$ cat config.mk
export PLATFORM = sky130hd
export DESIGN_NAME = mau_front
export DESIGN_NICKNAME = d
export VERILOG_FILES = /design/src/rtl/mau_pkg.sv /design/src/rtl/mau_front.sv
export SDC_FILE = /design/constraint.sdc
export NUM_CORES = 1
export LEC_CHECK = 0
export BUFFER_PORTS_ARGS = -buffer_cell sky130_fd_sc_hd__buf_2
export CORE_AREA = 2 2 129 131
export CTS_CLUSTER_DIAMETER = 60
export DETAILED_ROUTE_END_ITERATION = 16
export DIE_AREA = 0 0 131 133
export PLACE_DENSITY_LB_ADDON = 0.05
export REMOVE_ABC_BUFFERS = 1
export SLEW_MARGIN = 30
export SYNTH_ARGS = -nofsm -noshare
export SYNTH_HDL_FRONTEND = slang
export SYNTH_SLANG_ARGS = --single-unit
$ cat constraint.sdc
create_clock -name i_clk -period 25.7 [get_ports i_clk]
set_input_delay 7.71 -clock i_clk [delete_from_list [all_inputs] [get_ports i_clk]]
set_output_delay 7.71 -clock i_clk [all_outputs]
set_load 0.01 [all_outputs]
$ cat src/rtl/mau_pkg.sv
`timescale 1ns / 1ps
// ----------------------------------------------------------------------------
// mau_pkg
// Shared types and constants of the modular arithmetic unit.
// ----------------------------------------------------------------------------
package mau_pkg;

    localparam int unsigned EXP_BITS_DEF = 64;
    localparam int unsigned MOD_BITS_DEF = 32;
    localparam int unsigned QUEUE_DEPTH  = 2;

    localparam logic [31:0] MODULUS_RESET = 32'd998244353;
    localparam logic [31:0] MODULUS_MIN   = 32'd2;
    localparam logic [31:0] MODULUS_MAX   = 32'h8000_0000;

    typedef enum logic [2:0] {
        OP_ADD = 3'd0,
        OP_SUB = 3'd1,
        OP_MUL = 3'd2,
        OP_DIV = 3'd3,
        OP_POW = 3'd4,
        OP_INV = 3'd5,
        OP_NEG = 3'd6,
        OP_RED = 3'd7
    } t_op;

    // wide holds the exponent for power, or the magnitude of the signed value
    typedef struct packed {
        t_op         op;
        logic [30:0] a;
        logic [30:0] b;
        logic [63:0] wide;
        logic        neg;
    } t_item;

    typedef struct packed {
        logic        start;
        logic [63:0] dividend;
        logic [31:0] divisor;
        logic [6:0]  steps;
    } t_div_req;

    typedef struct packed {
        logic        done;
        logic [63:0] quotient;
        logic [31:0] remainder;
    } t_div_rsp;

endpackage

$ cat src/rtl/mau_front.sv
`timescale 1ns / 1ps
// ----------------------------------------------------------------------------
// mau_front
// Input stage: takes a beat, decodes the action and prepares the wide operand.
// ----------------------------------------------------------------------------
module mau_front import mau_pkg::*; #(
    parameter int unsigned EXPONENT_BITS = EXP_BITS_DEF
) (
    input  logic                     i_clk,
    input  logic                     i_rst_n,
    input  logic                     i_valid,
    output logic                     o_stall,
    input  logic [2:0]               i_action,
    input  logic [30:0]              i_operand_a,
    input  logic [30:0]              i_operand_b,
    input  logic [EXPONENT_BITS-1:0] i_exponent,
    input  logic signed [63:0]       i_signed_value,
    output logic                     o_q_valid,
    output t_item                    o_q_item,
    input  logic                     i_q_ready
);

    logic  r_valid;
    t_item r_item;
    t_item n_item;
    logic  accept;

    assign o_stall   = r_valid && !i_q_ready;
    assign accept    = i_valid && !o_stall;
    assign o_q_valid = r_valid;
    assign o_q_item  = r_item;

    always_comb begin
        n_item.a    = i_operand_a;
        n_item.b    = i_operand_b;
        n_item.neg  = 1'b0;
        n_item.wide = 64'(i_exponent);
        case (i_action)
            OP_ADD:  n_item.op = OP_ADD;
            OP_SUB:  n_item.op = OP_SUB;
            OP_MUL:  n_item.op = OP_MUL;
            OP_DIV:  n_item.op = OP_DIV;
            OP_POW:  n_item.op = OP_POW;
            OP_INV:  n_item.op = OP_INV;
            OP_NEG:  n_item.op = OP_NEG;
            default: n_item.op = OP_RED;
        endcase
        if (n_item.op == OP_RED) begin
            n_item.neg  = i_signed_value[63];
            // -2^63 wraps to 2^63, which is the right magnitude unsigned
            n_item.wide = i_signed_value[63] ? (64'd0 - i_signed_value) : i_signed_value;
        end
    end

    always_ff @(posedge i_clk) begin
        if (!i_rst_n) begin
            r_valid <= 1'b0;
        end else begin
            if (accept) begin
                r_valid <= 1'b1;
                r_item  <= n_item;
            end else if (i_q_ready) begin
                r_valid <= 1'b0;
            end
        end
    end

endmodule

==> impl_metrics.ini <==
[global_routing]
grt-ovfl-total = 0
grt_pass1_wl_um = 27100
grt_pass1_vias = 5011
grt.total_usage = 0.206
grt_start_max_net_pins = 126
antenna_found_initial = 3

[timing]
finalCriticalPeriod_ns = 16.00
fin_worst_skew_ns = 0.00638
slew_headroom = 0.485
grt_setup_unrepaired = no
setup_tns_ns = 0
final-hold-violation-count = 0
worst_pin_slew_ns = 0.772
fin_hold_ws_ns = 0.690
fmax_ghz = 0.0625
setup_viol = 0
fin_crit_sh = 0.622
finalMaxSlewViolations = 0
fin_ws_ns = 9.70

[synthesis]
ys_ff_latch = 131
syn-cell-area_um2 = 6100
synth_async_sr_flop_share = 0
synthCells = 497
synth.avg_cell_area_um2 = 12.3
yosys.cell_types.count = 38
yosysWarnings = 0
ys.flop_type = edfxtp_1
synth_edf_count = 130
synth_seq_area_share = 0.644

[floorplanning]
dieHeight_um = 133
dieArea_um2 = 17400
core_area_um2 = 16200
num_rows = 47
ios = 329
die_w_um = 131
start_util = 0.377

[power_and_ir_drop]
p_comb_frac = 0.112
power.total_mw = 0.545
seqPwrFrac = 0.458
p_sw_mw = 0.135
p_per_area_nw_per_um2 = 63.8
p_int_mw = 0.410
clkPwrFrac = 0.431
ir_drop_mv = 0.0396
sw_frac_of_total = 0.248
power.leakage_nw = 3.59

[layout]
synthToLayoutAreaGrowth_pct = 40.1
n_fill_cell = 1501
layout.area.seq_um2 = 3920
design_area_um2 = 8540
multi_input_area_um2 = 2080
final_common_cell = buf_2
final_core_util = 0.528
instances_no_fill = 1057
layout_common_cells = buf_2, edfxtp_1, nand2_1, o21ai_0, xor2_1
drive_gt1_frac = 0.456
fin_nets = 1020

[cts]
cts_resized = 0
clock_path_buffers = 2
root_buffer = clkbuf_16
postCtsHoldBufs = 0
post_cts_buffers = 0
cts_sinks = 131
clock_latency_ns = 0.41
tritoncts = yes
cts_buffers = 17
cts_max_level = 4
path_clk_slew_ns = 0.06

[worst_setup_path]
worst_ep_required_time_ns = 17.99
crit_type = in2out
cp-end-kind = output port
critPathMaxFanout = 3
start_kind = input pin
arrival_ns = 8.29

[drt]
wl_per_cell_um = 17.2
drt-vias-per-instance = 4.84
ant_nets = 0
first_pass_iters = 4
drt_iter0_drc = 246
drt_wl_total_um = 18100
route.detailed.drc = 0
routed-via-count = 5114

[outcome]
status = finished clean

[placed_design]
pre_cts_slack_ns = 9.71
port_buffers = 328
hpwl_um = 13600
place_congestion = 0.791
placed_cells = 1023
place_area_um2 = 7960

[worst_hold_path]
hold_path_class = reg2reg

[flow_run]
maxCapViolCount = 0
[final cells by class]
cell class / count / area share
Sequential cell: 131 / 0.459
Multi-Input combinational cell: 337 / 0.243
Timing Repair Buffer: 332 / 0.197
Clock buffer: 18 / 0.0502
Tap cell: 220 / 0.0322
Clock inverter: 14 / 0.0167
Inverter: 3 / 0.00132
Antenna cell: 2 / 0.000586
[registers in the layout, summed over array words and instances (netlist names)]
name and cells:
o_q_item 130, o_q_valid 1
[synthesized netlist by cell type (7+ instances only)]
cell      instances  share of area
clkbuf_1         25          0.015
edfxtp_1        130           0.64
nand2_1          77          0.047
nand4_1           7         0.0072
nor2_1           13         0.0080
o21ai_0          77          0.063
o31ai_1          18          0.022
o41ai_1          10          0.014
or3_1            12          0.012
or4_1            11          0.014
xor2_1           58          0.083
[critical path, cell delays in order]
cell and delay, ns:
buf_2 0.09, nor2b_1 0.28, buf_2 0.20
[power by group through the flow]
stage                     combinational [mW]  sequential, mW  clock, mW
after floorplan                       0.0211           0.261          0
after detailed placement              0.0613           0.254          0
after global routing                  0.0682           0.250      0.250
final                                 0.0609           0.249      0.235
after CTS                             0.0615           0.250      0.241
after global placement                0.0602           0.254          0
[kinds of logic (layout without fill, tap and decap cells)]
family | after synthesis | in the layout | share of synthesized area
adders and majority gates | 1 | 1 | 0.00205
and+or+nand+nor | 155 | 155 | 0.128
DFF | 131 | 131 | 0.644
buffers and inverters | 29 | 367 | 0.0191
xor gates and xnor gates | 59 | 59 | 0.0848
AOI/OAI and AO/OA | 121 | 121 | 0.121
muxes | 1 | 1 | 0.00164
other | 0 | 2 | 0
[metal layers]
metal / up-vias / track usage / routed length, um
met5: - / 0 / 13
met2: 199 / 0.337 / 8810
met3: 27 / 0.0683 / 1600
li1: 2531 / - / -
met4: 2 / 0.0786 / 320
met1: 2355 / 0.251 / 7400
[worst paths after layout]
kind | from | end | slack (ns) | cells after the start
worst min register to register | o_q_valid | o_q_valid | 0.69 | 2
worst max-delay path | i_q_ready | o_stall | 9.70 | 3
worst min-delay path | o_q_valid | o_q_valid | 0.69 | 2
worst max register to register | o_q_valid | o_q_item[44] | 23.36 | 4
No activity file was read; power rests on OpenSTA's default activity.
