### src/rtl/mau_pkg.sv
`timescale 1ns / 1ps
// ----------------------------------------------------------------------------
// mau_pkg
// Shared types and constants of the modular arithmetic unit.
// ----------------------------------------------------------------------------
package mau_pkg;

    localparam int unsigned EXP_BITS_DEF = 64;
    localparam int unsigned MOD_BITS_DEF = 32;
    localparam int unsigned QUEUE_DEPTH  = 2;

    localparam logic [31:0] MODULUS_RESET = 32'd998244353;
    localparam logic [31:0] MODULUS_MIN   = 32'd2;
    localparam logic [31:0] MODULUS_MAX   = 32'h8000_0000;

    typedef enum logic [2:0] {
        OP_ADD = 3'd0,
        OP_SUB = 3'd1,
        OP_MUL = 3'd2,
        OP_DIV = 3'd3,
        OP_POW = 3'd4,
        OP_INV = 3'd5,
        OP_NEG = 3'd6,
        OP_RED = 3'd7
    } t_op;

    // wide holds the exponent for power, or the magnitude of the signed value
    typedef struct packed {
        t_op         op;
        logic [30:0] a;
        logic [30:0] b;
        logic [63:0] wide;
        logic        neg;
    } t_item;

    typedef struct packed {
        logic        start;
        logic [63:0] dividend;
        logic [31:0] divisor;
        logic [6:0]  steps;
    } t_div_req;

    typedef struct packed {
        logic        done;
        logic [63:0] quotient;
        logic [31:0] remainder;
    } t_div_rsp;

endpackage

### src/rtl/mau_fifo.sv
`timescale 1ns / 1ps
// ----------------------------------------------------------------------------
// mau_fifo
// Short queue of decoded items between the front and the back end.
// ----------------------------------------------------------------------------
module mau_fifo import mau_pkg::*; (
    input  logic  i_clk,
    input  logic  i_rst_n,
    input  logic  i_push,
    input  t_item i_item,
    output logic  o_ready,
    output logic  o_valid,
    output t_item o_item,
    input  logic  i_pop
);

    localparam int unsigned PTR_W = (QUEUE_DEPTH > 1) ? $clog2(QUEUE_DEPTH) : 1;
    localparam int unsigned CNT_W = $clog2(QUEUE_DEPTH + 1);

    t_item             r_mem [QUEUE_DEPTH];
    logic [PTR_W-1:0]  r_wr;
    logic [PTR_W-1:0]  r_rd;
    logic [CNT_W-1:0]  r_cnt;
    logic              do_push;
    logic              do_pop;

    assign o_ready = (r_cnt != CNT_W'(QUEUE_DEPTH));
    assign o_valid = (r_cnt != '0);
    assign o_item  = r_mem[r_rd];
    assign do_push = i_push && o_ready;
    assign do_pop  = i_pop && o_valid;

    always_ff @(posedge i_clk) begin
        if (do_push) begin
            r_mem[r_wr] <= i_item;
        end
    end

    always_ff @(posedge i_clk) begin
        if (!i_rst_n) begin
            r_wr  <= '0;
            r_rd  <= '0;
            r_cnt <= '0;
        end else begin
            if (do_push) begin
                r_wr <= (r_wr == PTR_W'(QUEUE_DEPTH - 1)) ? '0 : r_wr + 1'b1;
            end
            if (do_pop) begin
                r_rd <= (r_rd == PTR_W'(QUEUE_DEPTH - 1)) ? '0 : r_rd + 1'b1;
            end
            case ({do_push, do_pop})
                2'b10:   r_cnt <= r_cnt + 1'b1;
                2'b01:   r_cnt <= r_cnt - 1'b1;
                default: r_cnt <= r_cnt;
            endcase
        end
    end

endmodule

### config.mk
export PLATFORM = sky130hd
export DESIGN_NAME = mau_fifo
export DESIGN_NICKNAME = d
export VERILOG_FILES = /design/src/rtl/mau_pkg.sv /design/src/rtl/mau_fifo.sv
export SDC_FILE = /design/constraint.sdc
export NUM_CORES = 1
export LEC_CHECK = 0
export ABC_AREA = 0
export BUFFER_PORTS_ARGS = -buffer_cell sky130_fd_sc_hd__buf_2
export CORE_UTILIZATION = 25
export CTS_CLUSTER_DIAMETER = 120
export DETAILED_ROUTE_END_ITERATION = 8
export GPL_ROUTABILITY_DRIVEN = 0
export RECOVER_POWER = 100
export SETUP_SLACK_MARGIN = 0.4
export SYNTH_ARGS = -nofsm -noshare
export SYNTH_HDL_FRONTEND = slang
export SYNTH_SLANG_ARGS = --single-unit
export TNS_END_PERCENT = 100
### constraint.sdc
create_clock -name i_clk -period 6.05 [get_ports i_clk]
set_input_delay 0.9075 -clock i_clk [delete_from_list [all_inputs] [get_ports i_clk]]
set_output_delay 0.9075 -clock i_clk [all_outputs]
set_load 0.1 [all_outputs]
==> key figures, run 1 <==
Routing
  • Iter 0 DRT Violations: between 150 and 200
  • DRT Pass-1 Iters: 4
  • Final WL: 19.4 mm
  • Avg WL per Cell: ~16 microns
  • Via count: a little under 5,000
  • Vias/cell: around 3.9
  • Post-route DRC: 0
  • Routed Antenna Nets: 0

Global routing
  • Initial antenna violation count: 2
  • Largest net degree at the start of global routing: 79
  • GRT overflow: 0
  • Vias in the first global route: between 5,000 and 6,000
  • GRT Overall Usage: 9.57%
  • First-pass GRT wire length: 28.6 mm

Logic synthesis
  • Cells after synthesis: approximately 430
  • EDFF count, synth: 260
  • Synthesized flop and latch total: 265
  • Area leader, netlist: edfxtp_1
  • Syn. warnings: 0
  • Top post-synthesis cells by count: 260 x edfxtp_1, 130 x mux2_2, 10 x buf_4
  • Synth top area share: between 80% and 90%
  • Seq/Total Area, Yosys: 82.4%
  • Syn Area/Cell: ~22 sq um
  • Post-synthesis async set-or-reset flop share: 0%
  • Primary FF master, synth: edfxtp_1
  • Synthesized Nets: ~560
  • Post-synth cell types: 21
  • Netlist Area Pre-Place: roughly 0.0096 sq mm
  • Synth top area cells: edfxtp_1 81%, mux2_2 15%, dfxtp_1 1.0%
  • Most instantiated library cell after synthesis: edfxtp_1

Floorplan
  • Die area: just under 0.04 sq mm
  • Initial Utilization: 25.4%
  • Core Area: 0.0378 sq mm
  • Rows: 71
  • Chip width: approximately 200 microns
  • Height of the die: 198 microns
  • Boundary Pins: 266

Worst setup path
  • Worst path arrival time: 4.47 ns
  • Critical Setup Path Class: reg -> reg
  • Worst R2R Path Depth: 4
  • CP required: 6.28 ns
  • Setup crit end kind: flop
  • Worst setup SP type: flop
  • Maximum fanout along the worst path: 73

Clocking
  • CTS sink cnt: between 200 and 300
  • H-tree depth: 1
  • CTS Root Cell: clkbuf_16
  • CTS Buffer Depth: 3
  • Total CTS buffers: 29
  • Worst-Skew Late Latency: 0.55 ns
  • Hold_buf cts: 0
  • CTS tree: built
  • Post CTS Setup Buffer Count: 0
  • CTS resizes: 0
  • Clk slew on worst S/H paths: 0.06 ns

Min path
  • Class of the worst hold path: in -> reg
  • Hold Path Stages: 1

STA
  • Final setup viols: 0
  • Rel. slew slack: -116%
  • Fmax: 236 MHz
  • Post-layout min period: 4.24 ns
  • Final Cycle Share: a little over two thirds
  • Least-Margin Pin Slew: 3.23 ns
  • Final hold violations: 0
  • Worst Skew: 0.0118 ns
  • Post-Route Setup TNS: 0 ns
  • Final Slew Violations: ~120
  • RSZ-0062 raised after global routing: no

Layout
  • Nets: 848
  • Area Overhead vs Synth: 26.5%
  • Fin util: approximately a third
  • Multi-input gate area: between 0.0015 and 0.002 sq mm
  • Register area: roughly 0.0079 sq mm
  • Fill cells: roughly 3,800
  • Share of post-route cells with drive strength above 1: between 30% and 40%

Run
  • Max_cap viols: 2

Outcome
  • Outcome: complete, but fails checks
  • Failing checks: capacitance limit, slew limit

Place
  • Final HPWL DP: approximately 12 mm
  • Port bufs: between 200 and 300
final timing paths:
path	from	to	slack, ns
worst min register to register	r_cnt[1]$_SDFFE_PN0P_	r_cnt[1]$_SDFFE_PN0P_	0.55
worst max register to register	r_cnt[0]$_SDFFE_PN0P_	r_mem[0][82]$_DFFE_PP_	1.81
worst max-delay path	r_cnt[0]$_SDFFE_PN0P_	r_mem[0][82]$_DFFE_PP_	1.81
worst min-delay path	i_item[6]	r_mem[1][6]$_DFFE_PP_	0.54
critical path: stages, from the launching register on:
cell        delay (ns)
dfxtp_1           0.35
nand2b_1          0.22
nand3b_1          0.15
clkinvlp_2        2.16
buf_12            0.94
stage by stage:
step / setup WS [ns] / cell area [sq um] / std cells / hold WS [ns]
global route: 1.33 / 12100 / 1247 / 0.498
CTS: 2.42 / 12400 / 1246 / 0.491
global placement: 3.02 / 11500 / 1193 / 0.497
finish: 1.81 / 12100 / 1248 / 0.538
floorplan: 1.12 / 9600 / 428 / 0.479
detailed placement: 3.04 / 11500 / 1193 / 0.519
area by class of cell:
cell class | instances | area share (%)
Antenna cell | 2 | 0.0412
Clock buffer | 39 | 6.28
Clock inverter | 14 | 0.587
Inverter | 1 | 0.0412
Multi-Input combinational cell | 148 | 13.1
Sequential cell | 265 | 65.1
Tap cell | 511 | 5.26
Timing Repair Buffer | 268 | 9.51
sequential cells by signal (all words and copies together), names as in the netlist, named ones only:
signal / count
r_mem: 260
r_cnt: 2
r_rd: 1
r_wr: 1
layer usage:
layer,up-vias,wire length [microns],track usage (%)
met2,172,9390,16.0
met3,32,1790,4.16
li1,2275,-,-
met5,-,0,0
met4,0,491,2.90
met1,2376,7770,11.0
cells by family after synthesis:
group,after synthesis,share of synthesized area (%)
AOI/OAI and AO/OA,5,0.391
xor gates and xnor gates,3,0.274
adders and majority gates,1,0.130
buffers and inverters,15,1.03
DFF,265,82.4
muxes,130,15.2
and+or+nand+nor,9,0.574
placed cells by master, fill, tap and decap left out, drive strengths merged, types with 2 or more instances in the layout:
master    count
a21boi        2
buf          84
clkbuf      223
clkinv       12
clkinvlp      2
dfxtp         5
diode         2
edfxtp      260
mux2        130
nor2b         2
xnor2         3
Power of run 1 is not shown: default switching activity piles up to over one toggle a cycle in this logic, so the estimate is an artifact.
==> run 2: changes to the inputs <==
Clock period 6.05 ns to 3.9 ns, I/O delays scaled along.
==> run 2 against run 1 <==
Compared with the run above:
- the run still ends with capacitance limit, slew limit left
- first-iteration DRC count decreased by 11%
- die area stayed put
- non-clock buffer count grew 5
- sequential share of layout area fell by 0.85 points
- critical path depth is 1 lower
- global-route usage up 0.058 points
- worst setup slack worse by 1.2 ns
- core utilization increased by 0.42 points
- cell area grew 1.3%
- critical path type is now reg -> out
- largest cell class unchanged
- highest routed layer unchanged
==> key figures, run 2 (same netlist as run 1, synthesis figures left out) <==
Floorplan
  • Die area: 0.0392 sq mm (unchanged)
  • Height of the die: 198 microns (unchanged)
  • Chip width: 198 microns (unchanged)
  • Core Area: 0.0378 sq mm (unchanged)
  • Initial Utilization: 25.4% (unchanged)
  • Boundary Pins: 266 (unchanged)
  • Rows: 71 (unchanged)

STA
  • Worst Skew: 0.0139 ns (+0.00205 ns)
  • RSZ-0062 raised after global routing: no
  • Final hold violations: 0 (unchanged)
  • Final setup viols: 0 (unchanged)
  • Post-Route Setup TNS: 0 ns (unchanged)
  • Rel. slew slack: -3.70% (+110 points)
  • Fmax: 304 MHz
  • Least-Margin Pin Slew: 1.55 ns (-1.69 ns)
  • Worst hold slack: 0.225 ns (-0.313 ns)
  • Final Cycle Share: 84.3%
  • Post-layout min period: around 3.3 ns
  • Final Slew Violations: 27 (-78%)

Worst setup path
  • Critical Setup Path Class: reg -> out
  • CP required: 3.31 ns (-2.97 ns)
  • Critical path's slowest cell: clkbuf_1
  • R2R Path End: r_mem[0][52]$_DFFE_PP_
  • Crit-path cells: buf_12 -> mux2_2 -> clkbuf_1
  • Worst path max stage delay: 0.89 ns (-1.27 ns)
  • R2R Path Start: r_cnt[0]$_SDFFE_PN0P_
  • Setup crit end kind: output pin
  • Worst setup SP type: flop
  • Worst path arrival time: 2.70 ns (-1.77 ns)
  • Maximum fanout along the worst path: 53 (-27%)
  • Reg2Reg Setup Slack: 0.91 ns (-0.90 ns)
  • Worst R2R Path Depth: 4 (unchanged)

Layout
  • Number of flip-flops in the largest register: 260 (unchanged)
  • Multi-input gate area: 0.00160 sq mm (unchanged)
  • Area Overhead vs Synth: 28.2%
  • Register area: 0.00791 sq mm (unchanged)
  • Fill cells: 3,756 (-0.77%)
  • Most common cell after layout, fill and taps aside: edfxtp_1
  • Largest Register: r_mem
  • Nets: 853 (+0.59%)
  • Share of post-route cells with drive strength above 1: 41.8% (+7.4 points)
  • Final Cell Area: 0.0123 sq mm (+1.3%)
  • Most frequent cells in the layout: 260 x edfxtp_1, 144 x clkbuf_1, 130 x mux2_2, 123 x buf_2, 29 x clkbuf_16
  • Largest regs: r_mem (260), r_cnt (2)

Routing
  • Routed Antenna Nets: 0 (unchanged)
  • Post-route DRC: 0 (unchanged)
  • Via count: 4,969 (+2.3%)
  • Avg WL per Cell: 15.9 microns (+2.1%)
  • Iter 0 DRT Violations: 134 (-11%)
  • DRT Pass-1 Iters: 4 (unchanged)
  • Final WL: 19.9 mm (+2.3%)
  • Vias/cell: 3.97 (+2.1%)

Run
  • Max_cap viols: 1 (-1)

Place
  • Port bufs: 265 (unchanged)
  • Final HPWL DP: 13.0 mm (+7.1%)
  • Post-placement cell area: 0.0116 sq mm (+0.57%)

Clocking
  • CTS resizes: 0 (unchanged)
  • CTS sink cnt: 265 (unchanged)
  • Worst-Skew Late Latency: 0.54 ns (about the same)
  • Hold_buf cts: 0 (unchanged)
  • CTS tree: built
  • CTS Buffer Depth: 3 (unchanged)
  • CTS Root Cell: clkbuf_16
  • H-tree depth: 1 (unchanged)
  • Clk slew on worst S/H paths: 0.06 ns (about the same)
  • Post CTS Setup Buffer Count: 0 (unchanged)
  • Total CTS buffers: 29 (unchanged)

Global routing
  • GRT Overall Usage: 9.63% (+0.058 points)
  • Largest net degree at the start of global routing: 73 (-7.6%)
  • First-pass GRT wire length: 28.9 mm (+0.92%)
  • Initial antenna violation count: 1 (-1)
  • GRT overflow: 0 (unchanged)
  • Vias in the first global route: 5,193 (+0.31%)

Min path
  • Hold Path Stages: 1 (unchanged)
  • Hold path endpoint: r_mem[0][128]$_DFFE_PP_
  • HP Start: i_item[128]
  • Class of the worst hold path: in -> reg

Outcome
  • Failing checks: capacitance limit, slew limit
  • Outcome: complete, but fails checks
## run 2: cell count changes in the layout (fill, tap and decap cells not counted), moves of 2 or more
cell / delta
clkinvlp_4: +2
buf_2: +43
clkbuf_2: +7
clkbuf_1: -50
bufinv_16: +3
clkbuf_4: +2
## run 2: cell type report
| cell class | instances | area share (%) |
|---|---|---|
| sequential | 265 | 64.3 |
| clock buffer | 35 | 6.08 |
| tap | 511 | 5.20 |
| antenna | 1 | 0.0203 |
| multi-input combinational | 148 | 13.0 |
| clock inverter | 17 | 1.30 |
| inverter | 1 | 0.0407 |
| timing repair buffer | 273 | 10.1 |
## run 2: worst max-delay path, delay by kind of cell (launching register included)
kind	cells	cell delay (ns)
flip-flops	1	0.64
buffers and inverters	2	1.21
multiplexers	1	0.23
## run 2: worst max-delay path by stage
stage                     slack [ns]  depth (start not counted)             startpoint                      end
after detailed placement        1.50                          4                 i_push   r_mem[0][96]$_DFFE_PP_
final                           0.61                          3                   flop              o_item[112]
after CTS                       0.96                          3                   flop               o_item[50]
after global routing            0.44                          3                   flop               o_item[19]
after floorplan                 0.45                          3  r_cnt[0]$_SDFFE_PN0P_    r_mem[0][0]$_DFFE_PP_
after global placement          1.52                          4                 i_push  r_mem[0][111]$_DFFE_PP_
## run 2: per-stage QoR
step	util, %	setup slack [ns]	instances
floorplan	-	0.454	428
global placement	30.8	1.52	1198
detailed placement	30.8	1.50	1198
CTS	33.2	0.957	1250
global route	32.6	0.438	1250
finish	32.6	0.611	1251
## run 2: layer usage
layer  vias to the layer above  GRT usage (%)  wire length, microns
met1                      2460           11.2                  7970
li1                       2295              -                     -
met3                        37           3.66                  1670
met5                         -              0                     0
met2                       177           16.2                  9590
met4                         0           3.33                   644
Power of run 2 is left out for the same reason.
==> run 3: changes to the inputs <==
Clock period 3.9 ns to 3 ns, I/O delays scaled along.
==> run 3 against run 2 <==
Compared with the run above:
- the flow still finishes with violations (capacitance limit, slew limit)
- cell count stayed put
- die area stayed put
- hold slack worse by 0.13 ns
- register-to-register slack worse by 0.47 ns
- first-iteration DRC count is 19% higher
- core utilization is 0.20 points higher
- wire length is 1.6% lower
- clock skew is 0.0079 ns lower
- highest routed layer is now met5
==> key figures, run 3 (same netlist as run 1, synthesis figures left out) <==
Place
  • Final HPWL DP: 12.3 mm (-6.0%)
  • Port bufs: 265 (unchanged)
  • Placed Cells incl. Taps: 1,197 (-0.083%)

STA
  • Worst hold slack: 0.0932 ns (-0.132 ns)
  • Final Cycle Share: a little under nine tenths
  • Worst Skew: 0.00595 ns (-0.00793 ns)
  • Fmax: between 300 and 400 MHz
  • Final setup viols: 0 (unchanged)
  • RSZ-0062 raised after global routing: no
  • Least-Margin Pin Slew: 1.69 ns (+0.142 ns)
  • Rel. slew slack: -12.6% (-8.9 points)
  • Final hold violations: 0 (unchanged)
  • Post-layout min period: between 2 and 3 ns
  • Final Slew Violations: 132 (+390%)

Floorplan
  • Height of the die: 198 microns (unchanged)
  • Chip width: 198 microns (unchanged)
  • Boundary Pins: 266 (unchanged)
  • Core Area: 0.0378 sq mm (unchanged)
  • Rows: 71 (unchanged)
  • Die area: 0.0392 sq mm (unchanged)
  • Initial Utilization: 25.4% (unchanged)

Worst setup path
  • Critical Setup Path Class: reg -> out
  • CP required: 2.55 ns (-0.76 ns)
  • Worst setup SP type: flop
  • Worst path arrival time: 2.11 ns (-0.59 ns)
  • Setup crit end kind: output pin
  • Reg2Reg Setup Slack: 0.44 ns (-0.47 ns)
  • Maximum fanout along the worst path: 50 (-5.7%)

Routing
  • Iter 0 DRT Violations: 160 (+19%)
  • Final WL: 19.6 mm (-1.6%)
  • Vias/cell: 3.95 (-0.64%)
  • Post-route DRC: 0 (unchanged)
  • Via count: 4,937 (-0.64%)
  • Routed Antenna Nets: 0 (unchanged)
  • DRT Pass-1 Iters: 4 (unchanged)
  • Avg WL per Cell: 15.6 microns (-1.6%)

Layout
  • Most frequent cells in the layout: 260 x edfxtp_1, 130 x mux2_2, 127 x clkbuf_2, 92 x buf_2, 55 x clkbuf_1
  • Nets: 853 (unchanged)
  • Area Overhead vs Synth: 29.0%
  • Largest regs: r_mem (260), r_cnt (2)
  • Fill cells: 3,719 (-0.99%)
  • Share of post-route cells with drive strength above 1: 53.6% (+12 points)
  • Number of flip-flops in the largest register: 260 (unchanged)
  • Most common cell after layout, fill and taps aside: edfxtp_1
  • Layout Cells excl Fill: 1,251 (unchanged)
  • Diodes inserted: 0 (-1)
  • Largest Register: r_mem

Clocking
  • CTS tree: built
  • CTS Root Cell: clkbuf_16
  • Total CTS buffers: 29 (unchanged)
  • CTS Buffer Depth: 3 (unchanged)
  • H-tree depth: 1 (unchanged)
  • Hold_buf cts: 0 (unchanged)
  • Clk slew on worst S/H paths: 0.06 ns (about the same)
  • CTS sink cnt: 265 (unchanged)
  • Worst-Skew Late Latency: 0.54 ns (about the same)

Global routing
  • GRT Overall Usage: 9.57% (-0.067 points)
  • First-pass GRT wire length: 28.6 mm (-1.2%)
  • Initial antenna violation count: 3 (+2)
  • Vias in the first global route: 5,094 (-1.9%)
  • GRT overflow: 0 (unchanged)
  • Largest net degree at the start of global routing: 68 (-6.8%)

Min path
  • Class of the worst hold path: in -> reg

Outcome
  • Outcome: complete, but fails checks
  • Failing checks: capacitance limit, slew limit

Run
  • Max_cap viols: 2 (+1)
## run 3: cell types whose count changed in the layout (fill, tap and decap cells not counted), sizes merged
cell	before	now
clkinvlp	4	3
diode	1	0
bufinv	3	0
clkbuf	182	211
bufbuf	0	1
buf	126	97
clkinv	11	15
## run 3: final timing paths
check | from | end | cells after the start
worst min-delay path | i_item[86] | r_mem[1][86]$_DFFE_PP_ | 1
worst min register to register | r_cnt[1]$_SDFFE_PN0P_ | r_cnt[1]$_SDFFE_PN0P_ | 2
worst max-delay path | flop | o_item[6] | 3
worst max register to register | r_cnt[0]$_SDFFE_PN0P_ | r_mem[0][57]$_DFFE_PP_ | 4
## run 3: metal layers
metal / up-vias / track usage, % / wire length, microns
li1: 2288 / - / -
met1: 2436 / 10.8 / 7680
met2: 173 / 16.3 / 9600
met3: 34 / 3.83 / 1770
met4: 6 / 3.36 / 460
met5: - / 0 / 40
## run 3: area by class of cell
class	instances	area (sq um)	area share (%)
flip-flops and latches	265	7910	63.9
clock buffers	36	752	6.07
inverters	1	5.00	0.0404
clock inverters	17	87.6	0.707
repair buffers	273	1390	11.2
multi-input cells	148	1600	12.9
well taps	511	639	5.16
## run 3: critical path, cell delays in order (launching register included)
cell and delay, ns:
dfxtp_4 0.37, bufbuf_16 0.42, mux2_2 0.37, clkbuf_2 0.38
## run 3: stage by stage
step	instance area [sq um]	setup slack [ns]	util (%)	TNS, ns
2_1_floorplan	9620	-0.177	-	-23.01
3_3_place_gp	11600	0.960	30.7	0
3_5_place_dp	11600	0.946	30.7	0
4_1_cts	12500	0.436	33.1	0
5_1_grt	12400	0.217	32.8	0
6_report	12400	0.441	32.8	0
## run 3: timing repair
| action | in CTS | in global routing |
|---|---|---|
| buffers inserted | 0 | 0 |
| endpoints found under the setup margin | 95 | 0 |
| resized for setup | 1 | 0 |
Power of run 3 is left out for the same reason.
